## config.mk

```make
export PLATFORM = sky130hd
export DESIGN_NAME = matrix_keypad_scanner_unit_flat
export DESIGN_NICKNAME = d
export VERILOG_FILES = /design/src/rtl/mks_pkg.sv /design/src/rtl/mks_sample_if.sv /design/src/rtl/mks_result_if.sv /design/src/rtl/mks_cfg_if.sv /design/src/rtl/mks_core.sv /design/src/rtl/matrix_keypad_scanner_unit.sv /design/src/flat_wrapper.sv
export VERILOG_INCLUDE_DIRS = /design/src /design/src/rtl
export SDC_FILE = /design/constraint.sdc
export NUM_CORES = 1
export LEC_CHECK = 0
export BUFFER_PORTS_ARGS = -buffer_cell sky130_fd_sc_hd__clkbuf_2
export CAP_MARGIN = 20
export CORE_MARGIN = 2
export CORE_UTILIZATION = 30
export DETAILED_ROUTE_END_ITERATION = 10
export HOLD_SLACK_MARGIN = 0.02
export PLACE_DENSITY_LB_ADDON = 0.08
export SYNTH_ARGS = -nofsm -noshare
export SYNTH_HDL_FRONTEND = slang
export SYNTH_SLANG_ARGS = --single-unit
```

## constraint.sdc

```tcl
create_clock -name clk -period 2.6 [get_ports clk]
set_input_delay 0.52 -clock clk [delete_from_list [all_inputs] [get_ports clk]]
set_output_delay 0.52 -clock clk [all_outputs]
set_load 0.02 [all_outputs]
```

## src/rtl/assert_macros.svh

```systemverilog
// Assertion helpers shared by the RTL files.
`ifndef ASSERT_MACROS_SVH
`define ASSERT_MACROS_SVH

// Same-cycle implication, checked at every rising edge outside reset.
`define ASSERT_NOW(label, ante, cons, msg) \
  label: assert property (@(posedge clk) disable iff (rst) (ante) |-> (cons)) \
    else $error(msg);

// Next-cycle implication, checked at every rising edge outside reset.
`define ASSERT_NEXT(label, ante, cons, msg) \
  label: assert property (@(posedge clk) disable iff (rst) (ante) |=> (cons)) \
    else $error(msg);

`endif

```

## src/rtl/mks_pkg.sv

```systemverilog
package mks_pkg;

  localparam int unsigned COLS_W  = 4;
  localparam int unsigned ROWS_W  = 4;
  localparam int unsigned CODE_W  = 8;
  localparam int unsigned TICK_W  = 8;
  localparam int unsigned ROW_IDX_W = 2;
  localparam int unsigned CFG_IDX_W = 8;
  localparam int unsigned CFG_DATA_W = 8;

  // All column lines high: no key pressed.
  localparam logic [COLS_W-1:0] COLS_IDLE = 4'hF;
  localparam logic [COLS_W-1:0] COL1_LOW  = 4'hD;
  localparam logic [COLS_W-1:0] COL2_LOW  = 4'hB;

  localparam logic [TICK_W-1:0] POLL_TICKS_RESET    = 8'd20;
  localparam logic [TICK_W-1:0] CONFIRM_TICKS_RESET = 8'd40;

  // Configuration register indexes.
  localparam logic [CFG_IDX_W-1:0] CFG_POLL_TICKS    = 8'd0;
  localparam logic [CFG_IDX_W-1:0] CFG_CONFIRM_TICKS = 8'd1;

  typedef struct packed {
    logic [ROWS_W-1:0] row_drive;
    logic              key_valid;
    logic [CODE_W-1:0] key_code;
  } result_t;

  // Row drive pattern with the selected row pulled low.
  function automatic logic [ROWS_W-1:0] row_pattern(input logic [ROW_IDX_W-1:0] row);
    logic [ROWS_W-1:0] pat;
    unique case (row)
      2'd0:    pat = 4'hE;
      2'd1:    pat = 4'hD;
      2'd2:    pat = 4'hB;
      default: pat = 4'h7;
    endcase
    return pat;
  endfunction

  // Character of the key at a row and a column pattern. Any pattern other
  // than the second or third column low reads the last table column.
  function automatic logic [CODE_W-1:0] key_char(input logic [ROW_IDX_W-1:0] row,
                                                 input logic [COLS_W-1:0] cols);
    logic [CODE_W-1:0] ch;
    if (cols == COL1_LOW) begin
      unique case (row)
        2'd0:    ch = "8";
        2'd1:    ch = "5";
        2'd2:    ch = "2";
        default: ch = "0";
      endcase
    end else if (cols == COL2_LOW) begin
      unique case (row)
        2'd0:    ch = "9";
        2'd1:    ch = "6";
        2'd2:    ch = "3";
        default: ch = "#";
      endcase
    end else begin
      unique case (row)
        2'd0:    ch = "7";
        2'd1:    ch = "4";
        2'd2:    ch = "1";
        default: ch = "*";
      endcase
    end
    return ch;
  endfunction

endpackage

```

## src/rtl/mks_sample_if.sv

```systemverilog
interface mks_sample_if;
  import mks_pkg::*;
  logic              valid;
  logic              ready;
  logic [COLS_W-1:0] column_sample;

  modport source (output valid, output column_sample, input ready);
  modport sink (input valid, input column_sample, output ready);
endinterface

```

## src/rtl/mks_result_if.sv

```systemverilog
interface mks_result_if;
  import mks_pkg::*;
  logic              valid;
  logic              ready;
  logic [ROWS_W-1:0] row_drive;
  logic              key_valid;
  logic [CODE_W-1:0] key_code;

  modport source (output valid, output row_drive, output key_valid, output key_code,
                  input ready);
  modport sink (input valid, input row_drive, input key_valid, input key_code,
                output ready);
endinterface

```

## src/rtl/mks_cfg_if.sv

```systemverilog
interface mks_cfg_if;
  import mks_pkg::*;
  logic                  valid;
  logic                  ready;
  logic [CFG_IDX_W-1:0]  index;
  logic [CFG_DATA_W-1:0] data;

  modport source (output valid, output index, output data, input ready);
  modport sink (input valid, input index, input data, output ready);
endinterface

```

## src/rtl/mks_core.sv

```systemverilog
module mks_core (
  input  logic                          clk,
  input  logic                          rst,
  input  logic                          step,
  input  logic [mks_pkg::COLS_W-1:0]    cols,
  input  logic [mks_pkg::TICK_W-1:0]    poll_ticks,
  input  logic [mks_pkg::TICK_W-1:0]    confirm_ticks,
  output mks_pkg::result_t              res
);
  import mks_pkg::*;

  typedef enum logic [1:0] {
    PH_RELEASE,
    PH_POLL,
    PH_CONFIRM,
    PH_SCAN
  } phase_t;

  phase_t               phase, phase_next;
  logic [TICK_W-1:0]    tick_count, tick_count_next;
  logic [ROW_IDX_W-1:0] row_index, row_index_next;

  logic [TICK_W:0]      tick_inc;
  logic [TICK_W-1:0]    period;
  logic                 period_done;
  logic [TICK_W-1:0]    tick_adv;
  logic                 idle;

  always_comb begin
    tick_inc    = {1'b0, tick_count} + {{TICK_W{1'b0}}, 1'b1};
    period      = (phase == PH_CONFIRM) ? confirm_ticks : poll_ticks;
    period_done = (tick_inc >= {1'b0, period});
    tick_adv    = period_done ? '0 : tick_inc[TICK_W-1:0];
    idle        = (cols == COLS_IDLE);

    phase_next      = phase;
    tick_count_next = tick_count;
    row_index_next  = row_index;
    res.key_valid   = 1'b0;
    res.key_code    = '0;

    unique case (phase)
      PH_RELEASE: begin
        if (idle) begin
          phase_next      = PH_POLL;
          tick_count_next = '0;
        end
      end
      PH_POLL: begin
        tick_count_next = tick_adv;
        if (period_done && !idle) begin
          phase_next = PH_CONFIRM;
        end
      end
      PH_CONFIRM: begin
        tick_count_next = tick_adv;
        if (period_done) begin
          if (idle) begin
            phase_next = PH_POLL;
          end else begin
            phase_next     = PH_SCAN;
            row_index_next = '0;
          end
        end
      end
      PH_SCAN: begin
        if (!idle) begin
          res.key_valid   = 1'b1;
          res.key_code    = key_char(row_index, cols);
          phase_next      = PH_RELEASE;
          tick_count_next = '0;
          row_index_next  = '0;
        end else if (row_index == {ROW_IDX_W{1'b1}}) begin
          phase_next      = PH_RELEASE;
          tick_count_next = '0;
          row_index_next  = '0;
        end else begin
          row_index_next = row_index + 1'b1;
        end
      end
      default: begin
        phase_next = PH_RELEASE;
      end
    endcase

    res.row_drive = (phase_next == PH_SCAN) ? row_pattern(row_index_next) : '0;
  end

  always_ff @(posedge clk) begin
    if (rst) begin
      phase      <= PH_RELEASE;
      tick_count <= '0;
      row_index  <= '0;
    end else if (step) begin
      phase      <= phase_next;
      tick_count <= tick_count_next;
      row_index  <= row_index_next;
    end
  end

endmodule

```

## src/rtl/matrix_keypad_scanner_unit.sv

```systemverilog
// After its sample is accepted, a result passes the input register, then the
// scan step into the result register.
// Throughput: one sample per cycle while the result side does not stall.
// Reset (rst, synchronous, active high) empties both registers, puts the
// scanner in its wait-for-release phase and loads the tick registers with 20 and 40.
`include "assert_macros.svh"

module matrix_keypad_scanner_unit (
  input  logic            clk,
  input  logic            rst,
  mks_sample_if.sink      sample,
  mks_result_if.source    result,
  mks_cfg_if.sink         cfg
);
  import mks_pkg::*;

  // Configuration registers. Writes must arrive only while the scanner is idle;
  // the block does not enforce this and accepts all; an index beyond the list is dropped.
  logic [TICK_W-1:0] poll_ticks;
  logic [TICK_W-1:0] confirm_ticks;

  assign cfg.ready = 1'b1;

  always_ff @(posedge clk) begin
    if (rst) begin
      poll_ticks    <= POLL_TICKS_RESET;
      confirm_ticks <= CONFIRM_TICKS_RESET;
    end else if (cfg.valid) begin
      if (cfg.index == CFG_POLL_TICKS) begin
        poll_ticks <= cfg.data;
      end else if (cfg.index == CFG_CONFIRM_TICKS) begin
        confirm_ticks <= cfg.data;
      end
    end
  end

  // Input register. It holds one sampled column transaction until the scan
  // step can pass its result into the output register.
  logic              in_valid;
  logic [COLS_W-1:0] in_cols;

  // The scan step runs when a sample is waiting and the result register is
  // either empty or being drained this cycle. Only then does the state move.
  logic    step;
  result_t step_res;

  assign step         = in_valid && (!result.valid || result.ready);
  assign sample.ready = !in_valid || step;

  always_ff @(posedge clk) begin
    if (rst) begin
      in_valid <= 1'b0;
    end else if (sample.ready) begin
      in_valid <= sample.valid;
    end
  end

  always_ff @(posedge clk) begin
    if (sample.valid && sample.ready) begin
      in_cols <= sample.column_sample;
    end
  end

  mks_core u_core (
    .clk           (clk),
    .rst           (rst),
    .step          (step),
    .cols          (in_cols),
    .poll_ticks    (poll_ticks),
    .confirm_ticks (confirm_ticks),
    .res           (step_res)
  );

  // Result register. A waiting result holds the scan step, so the input
  // register can still take one more sample before the input side stalls.
  logic    out_valid;
  result_t out_res;

  always_ff @(posedge clk) begin
    if (rst) begin
      out_valid <= 1'b0;
    end else if (step) begin
      out_valid <= 1'b1;
    end else if (result.ready) begin
      out_valid <= 1'b0;
    end
  end

  always_ff @(posedge clk) begin
    if (step) begin
      out_res <= step_res;
    end
  end

  assign result.valid     = out_valid;
  assign result.row_drive = out_res.row_drive;
  assign result.key_valid = out_res.key_valid;
  assign result.key_code  = out_res.key_code;

  // A decoded key always sends the scanner back to release with all rows low.
  `ASSERT_NOW(a_key_rows_low, out_valid && out_res.key_valid, out_res.row_drive == '0, "rows driven")
  // A decoded key carries a real character, and no key means a zero code.
  `ASSERT_NOW(a_key_code, out_valid, out_res.key_valid == (out_res.key_code != '0), "bad key code")
  // A sample held in the input register is not lost while the result side stalls.
  `ASSERT_NEXT(a_in_hold, in_valid && !step, in_valid && $stable(in_cols), "sample dropped")

endmodule

```

## src/flat_wrapper.sv

```systemverilog
// flat-port wrapper written by rule: the top's interface ports become plain ports
module matrix_keypad_scanner_unit_flat import mks_pkg::*;
  (clk, rst, sample_valid, sample_column_sample, sample_ready, result_valid, result_row_drive, result_key_valid, result_key_code, result_ready, cfg_valid, cfg_index, cfg_data, cfg_ready);
  mks_sample_if sample_i ();
  mks_result_if result_i ();
  mks_cfg_if cfg_i ();
  input  logic clk;
  input  logic rst;
  input wire logic [$bits(sample_i.valid)-1:0] sample_valid;
  input wire logic [$bits(sample_i.column_sample)-1:0] sample_column_sample;
  output wire logic [$bits(sample_i.ready)-1:0] sample_ready;
  output wire logic [$bits(result_i.valid)-1:0] result_valid;
  output wire logic [$bits(result_i.row_drive)-1:0] result_row_drive;
  output wire logic [$bits(result_i.key_valid)-1:0] result_key_valid;
  output wire logic [$bits(result_i.key_code)-1:0] result_key_code;
  input wire logic [$bits(result_i.ready)-1:0] result_ready;
  input wire logic [$bits(cfg_i.valid)-1:0] cfg_valid;
  input wire logic [$bits(cfg_i.index)-1:0] cfg_index;
  input wire logic [$bits(cfg_i.data)-1:0] cfg_data;
  output wire logic [$bits(cfg_i.ready)-1:0] cfg_ready;
  assign sample_i.valid = sample_valid;
  assign sample_i.column_sample = sample_column_sample;
  assign sample_ready = sample_i.ready;
  assign result_valid = result_i.valid;
  assign result_row_drive = result_i.row_drive;
  assign result_key_valid = result_i.key_valid;
  assign result_key_code = result_i.key_code;
  assign result_i.ready = result_ready;
  assign cfg_i.valid = cfg_valid;
  assign cfg_i.index = cfg_index;
  assign cfg_i.data = cfg_data;
  assign cfg_ready = cfg_i.ready;
  matrix_keypad_scanner_unit u_core (.clk(clk), .rst(rst), .sample(sample_i), .result(result_i), .cfg(cfg_i));
endmodule
```

==> flow_summary.json, run 1 <==
{
  "grtUsageMet3": 0.0326,
  "ys_ff_latch": 45,
  "p_per_area_nw_per_um2": 378,
  "cts_tree": "done",
  "max_clock_freq_mhz": 385,
  "synth_cell_types": 57,
  "syn-instance-count": 252,
  "synth-edff-count": 15,
  "grt_usage": 0.129,
  "p_leak_nw": 1.43,
  "vias": 2079,
  "critPathRequiredTime_ns": 2.83,
  "yosys-top-cells-count": "dfxtp_1, nor2_1, mux2i_1",
  "critPathKind": "flop to flop",
  "viasPerCell": 4.82,
  "drtAntennaViolNets": 0,
  "cts.sinks": 45,
  "num-nets-final": 369,
  "grt_pass1_wl_mm": 9.36,
  "rsz0062_at_grt": "yes",
  "yosysTopAreaCellShare": 0.234,
  "syn_area_sq_um": 2560,
  "cts_root_buf": "clkbuf_8",
  "path_max_fanout": 4,
  "wl_per_cell_microns": 13.1,
  "dieArea_sq_um": 9300,
  "hold_violations": 0,
  "port_buffers": 37,
  "clock_path_buffers": 2,
  "fillers": 842,
  "area_delta_synth_final_pct": 30.5,
  "yosys.area.top_type": "dfxtp_1",
  "synth_most_common_cell": "dfxtp_1",
  "cts_hold_buffers": 0,
  "place_congestion": 0.794,
  "crit_path_start_kind": "flop",
  "r2r_slack_ns": 0.005,
  "n_antenna_cell": 0,
  "hold_path_class": "primary input to flop",
  "setup_ws_ns": 0.00544,
  "synth_top_cells_by_area": "dfxtp_1, edfxtp_1, ha_1",
  "avgSynthCellArea_sq_um": 10.2,
  "initial_core_util": 0.310,
  "first_pass_iters": 4,
  "io_pins": 41,
  "hpwl_mm": 4.17,
  "busiest_layer": "met2",
  "first_iter_violations": 94,
  "final.setup.tns_ns": 0,
  "ys.flop_type": "dfxtp_1",
  "placed_area_sq_um": 3040,
  "endpoint_kind": "flop",
  "antenna_found_initial": 0,
  "grt_util_met2": 0.193,
  "async_flop_share": 0,
  "htreeDepth": 2,
  "use_met1": 0.184,
  "fp.dieW_microns": 96.4,
  "clk_pin_slew_ns": 0.09,
  "grt_pass1_vias": 1953,
  "post-route-period-util": 0.998,
  "synth_warnings": 0,
  "grt_overflow_total": 0,
  "grt_max_degree": 25,
  "status": "finished, final reports clean",
  "drive_gt1_frac": 0.371,
  "core_area_sq_um": 8260,
  "stdcell_area_sq_um": 3340,
  "core.rowCount": 33,
  "place_ws_ns": -0.172,
  "ir_drop_mv": 0.199,
  "slew_viol_final": 0,
  "skew_ns": 0.00796,
  "yosysSeqAreaShare": 0.410,
  "setup_viol": 0,
  "insertion_delay_ns": 0.31,
  "route.detailed.drc": 0,
  "die_y_microns": 96.4,
  "period_needed_ns": 2.59,
  "cp.arrival_ns": 2.82,
  "wl_mm": 5.65,
  "maxCapViolations": 0,
  "cts_buffers": 5
}
-- power by group --
group	total (W)	leakage, nW	switching [W]	internal, W
clock network	0.000443	0.0439	0.000257	0.000186
logic	0.0000794	0.998	0.0000498	0.0000296
registers	0.000742	0.392	0.00000612	0.000736
-- what timing repair did --
item	CTS	global route
endpoints found under the setup margin	10	10
setup buffers	3	7
pin swaps	4	9
gates resized for setup	16	13
hold endpoints to repair	0	0
-- area by class of cell --
cell class,instances,area (sq um),area share
Multi-Input combinational cell,185,1540,0.460
Sequential cell,45,1060,0.318
Timing Repair Buffer,75,478,0.143
Tap cell,105,131,0.0393
Clock buffer,5,68.8,0.0206
Inverter,13,48.8,0.0146
Clock inverter,3,17.5,0.00524
-- stage by stage --
stage	utilization	total power, W	hold WS, ns	instances
3_5_place_dp	0.368	0.000839	0.454	413
6_report	0.405	0.00126	0.388	431
4_1_cts	0.392	0.00128	0.384	424
2_1_floorplan	-	0.000807	0.435	253
5_1_grt	0.405	0.00132	0.383	431
3_3_place_gp	0.368	0.000839	0.442	413
-- state kept, by name, summed over array words and instances (netlist names) --
name / cells
u_core.confirm_ticks: 8
u_core.in_cols: 4
u_core.in_valid: 1
u_core.poll_ticks: 8
u_core.result.key_code: 6
u_core.result.key_valid: 1
u_core.result.row_drive: 4
u_core.result.valid: 1
u_core.u_core.phase: 2
u_core.u_core.row_index: 2
u_core.u_core.tick_count: 8
-- worst paths after layout --
| kind | cells past startpoint | from | to |
|---|---|---|---|
| max | 11 | u_core.u_core.tick_count[0] | u_core.u_core.tick_count[2] |
| min | 1 | sample_column_sample[0] | u_core.in_cols[0] |
| max reg2reg | 11 | u_core.u_core.tick_count[0] | u_core.u_core.tick_count[2] |
| min reg2reg | 1 | u_core.confirm_ticks[3] | u_core.confirm_ticks[3] |
-- layout by cell type (no fill, tap or decap), types with 3 or more instances in the layout --
cell      count
nor2b_1       5
dfxtp_1      23
nand2_1      15
a211o_1       4
nor2_1       25
buf_4        36
a22oi_1       3
edfxtp_1     15
a22o_1        3
inv_1        11
clkbuf_8      5
ha_4          4
mux2i_1      20
conb_1        3
clkbuf_2     37
o21ai_0       4
or3_1         4
nand4_1       6
dfxtp_2       6
ha_1         15
nand3_1       8
nand4b_1      4
a21oi_1       9
-- cell families (layout without fill, tap and decap cells) --
group | Yosys count | after routing | share of synthesized area
AOI/OAI and AO/OA | 49 | 49 | 0.154
other | 2 | 3 | 0.00293
and+or+nand+nor | 85 | 85 | 0.175
xor gates and xnor gates | 5 | 5 | 0.0171
muxes | 24 | 24 | 0.0947
buffers and inverters | 23 | 96 | 0.0532
adders and majority gates | 19 | 19 | 0.0928
DFF | 45 | 45 | 0.410
-- metal layers --
layer  vias to the layer above  share of wire
li1                       1063              -
met1                       967           0.51
met5                         -              0
met3                         5          0.045
met4                         0          0.011
met2                        44           0.43
-- worst max-delay path: stages (launching register included) --
cell and delay (ns):
dfxtp_4 0.38, ha_4 0.15, nand2_2 0.05, or3_4 0.34, nand2_4 0.09, ha_4 0.21, and2_4 0.17, a221oi_4 0.25
buf_4 0.17, o221ai_4 0.11, or4_1 0.47, a31oi_1 0.14
No activity file was read; power rests on OpenSTA's default activity.
==> inputs of run 2 (changes only) <==
CAP_MARGIN = default   (was 20)
CTS_BUF_LIST = sky130_fd_sc_hd__clkbuf_16   (was default)
PLACE_DENSITY = 0.5   (was default)
PLACE_DENSITY_LB_ADDON = default   (was 0.08)
==> run 2 against run 1 <==
  * Die area stayed put
  * First-iteration DRC count down 12%
  * Final cell count down 1.2%
  * Global-route usage decreased by 0.43 points
  * Worst hold slack improved by 0.015 ns
  * Critical path depth shrank 1
  * Core utilization up 0.98 points
  * Via count shrank 0.19%
==> flow_summary.json, run 2 (synthesis gave the netlist of run 1 again) <==
{
  "status": "finished, final reports clean",
  "route.detailed.drc": 0,
  "final_core_util": 0.415,
  "dieArea_sq_um": 9300,
  "core.rowCount": 33,
  "drtAntennaViolNets": 0,
  "n_antenna_cell": 0,
  "cts_hold_buffers": 0,
  "p_per_area_nw_per_um2": 453,
  "hold_ws_ns": 0.403,
  "critPathKind": "flop to flop",
  "drive_gt1_frac": 0.361,
  "area_delta_synth_final_pct": 33.6,
  "holdPathEnd": "u_core.in_cols[2]",
  "viasPerCell": 4.87,
  "critical_path_buf_inv_count": 0,
  "clock_path_buffers": 2,
  "grt_pass1_wl_mm": 8.98,
  "cpMostUsedCell": "ha_4",
  "whs_path_depth": 1,
  "first_pass_iters": 5,
  "hold_violations": 0,
  "grt_overflow_total": 0,
  "critPathMaxStageDelay_ns": 0.41,
  "switching_share": 0.215,
  "internal_power_w": 0.00122,
  "period_needed_ns": 2.60,
  "io_pins": 41,
  "cts_tree": "done",
  "sequentialPowerShare": 0.479,
  "max_clock_freq_mhz": 385,
  "cp_top_family": "compound AO/OA/AOI/OAI gates",
  "p_leak_nw": 1.46,
  "p_switching_w": 0.000333,
  "r2r_end": "u_core.result.row_drive[1]",
  "slew_viol_final": 0,
  "endpoint_kind": "flop",
  "post-route-period-util": 0.999,
  "maxCapViolations": 0,
  "num-nets-final": 364,
  "final_cell_mix": "clkbuf_2, buf_4, dfxtp_1, nor2_1, mux2i_1",
  "critPathRequiredTime_ns": 2.62,
  "ir_drop_mv": 0.231,
  "path_cells": "ha_4, nand2_2, or3_4, nand2_4, ha_4, and2_4, a221oi_4, o221a_4, o31ai_4, a2bb2oi_1",
  "vias": 2075,
  "regToRegStartpoint": "u_core.u_core.tick_count[0]",
  "cp.arrival_ns": 2.62,
  "hpwl_mm": 4.06,
  "insertion_delay_ns": 0.29,
  "wl_mm": 5.69,
  "htreeDepth": 2,
  "tightest_slew_ns": 0.494,
  "path_max_fanout": 8,
  "hold_path_class": "primary input to flop",
  "final_common_cell": "clkbuf_2",
  "skew_ns": 0.00544,
  "initial_core_util": 0.310,
  "r2r_slack_ns": 0.004,
  "first_iter_violations": 83,
  "worst_r2r_path_depth": 10,
  "multi_input_area_sq_um": 1580,
  "rsz0062_at_grt": "yes",
  "port_buffers": 37,
  "grt_pass1_vias": 1917,
  "cts_root_buf": "clkbuf_16",
  "clk_pin_slew_ns": 0.07,
  "cts_buffers": 5,
  "core_area_sq_um": 8260,
  "clkPwrFrac": 0.470,
  "cts.sinks": 45,
  "cpMaxStageDelayCell": "or3_4",
  "power_frac_comb": 0.051,
  "setup_viol": 0,
  "antenna_found_initial": 0,
  "hp-start": "sample_column_sample[2]",
  "max_slew_margin": 0.669,
  "fp.dieW_microns": 96.4,
  "die_y_microns": 96.4,
  "grt_max_degree": 21,
  "grt_usage": 0.125,
  "top_regs": "u_core.confirm_ticks: 8 flops, u_core.poll_ticks: 8 flops, u_core.u_core.tick_count: 8 flops",
  "crit_path_start_kind": "flop",
  "place_congestion": 0.815,
  "wl_per_cell_microns": 13.4,
  "layout.area.seq_sq_um": 1060,
  "fillers": 796
}
[run 2: power by group through the flow]
stage | registers, W | clock network (W) | logic, W
2_1_floorplan | 0.000767 | 0 | 0.0000397
3_3_place_gp | 0.000759 | 0 | 0.0000793
3_5_place_dp | 0.000759 | 0 | 0.0000793
4_1_cts | 0.000743 | 0.000742 | 0.0000798
5_1_grt | 0.000743 | 0.000771 | 0.0000875
6_report | 0.000742 | 0.000728 | 0.0000798
[run 2: how the worst max path moves through the flow]
stage	start	endpoint	slack [ns]	cells after the start
after global routing	u_core.u_core.tick_count[0]	u_core.result.row_drive[0]	-0.1	10
after CTS	u_core.u_core.phase[0]	u_core.u_core.tick_count[2]	0.004	10
after global placement	u_core.u_core.tick_count[1]	u_core.result.row_drive[2]	-0.04	10
after detailed placement	u_core.u_core.tick_count[1]	u_core.result.row_drive[2]	-0.17	10
final	u_core.u_core.tick_count[0]	u_core.result.row_drive[1]	0.004	10
after floorplan	u_core.u_core.phase[0]	u_core.result.row_drive[0]	0.02	11
[run 2: per-layer routing]
layer,global-route usage,vias to the layer above,wire [microns]
li1,-,1052,-
met1,0.171,964,2750
met2,0.190,50,2550
met3,0.0287,9,284
met4,0.0516,0,108
met5,0,-,0
[run 2: stage by stage]
step           instance area (sq um)  worst slack, ns  TNS, ns  instances  power (W)
6_report                        3420          0.00371        0        426    0.00155
5_1_grt                         3420          -0.0982   -0.560        426    0.00160
4_1_cts                         3260          0.00351        0        421    0.00157
3_5_place_dp                    3030           -0.165   -0.756        412   0.000839
3_3_place_gp                    3030          -0.0371   -0.114        412   0.000838
2_1_floorplan                   2600           0.0199        0        253   0.000807
[run 2: timing repair]
item                                    4_1_cts  5_1_grt
pin swaps                                     0       29
resized for setup                             8       24
endpoints found under the setup margin       15       15
buffers inserted                              2        6
[run 2: layout make-up]
| cell class | count | area share |
|---|---|---|
| clock buffers | 5 | 0.0365 |
| well taps | 105 | 0.0384 |
| clock inverters | 3 | 0.0124 |
| repair buffers | 70 | 0.129 |
| multi-input cells | 185 | 0.461 |
| flip-flops and latches | 45 | 0.309 |
| inverters | 13 | 0.0142 |
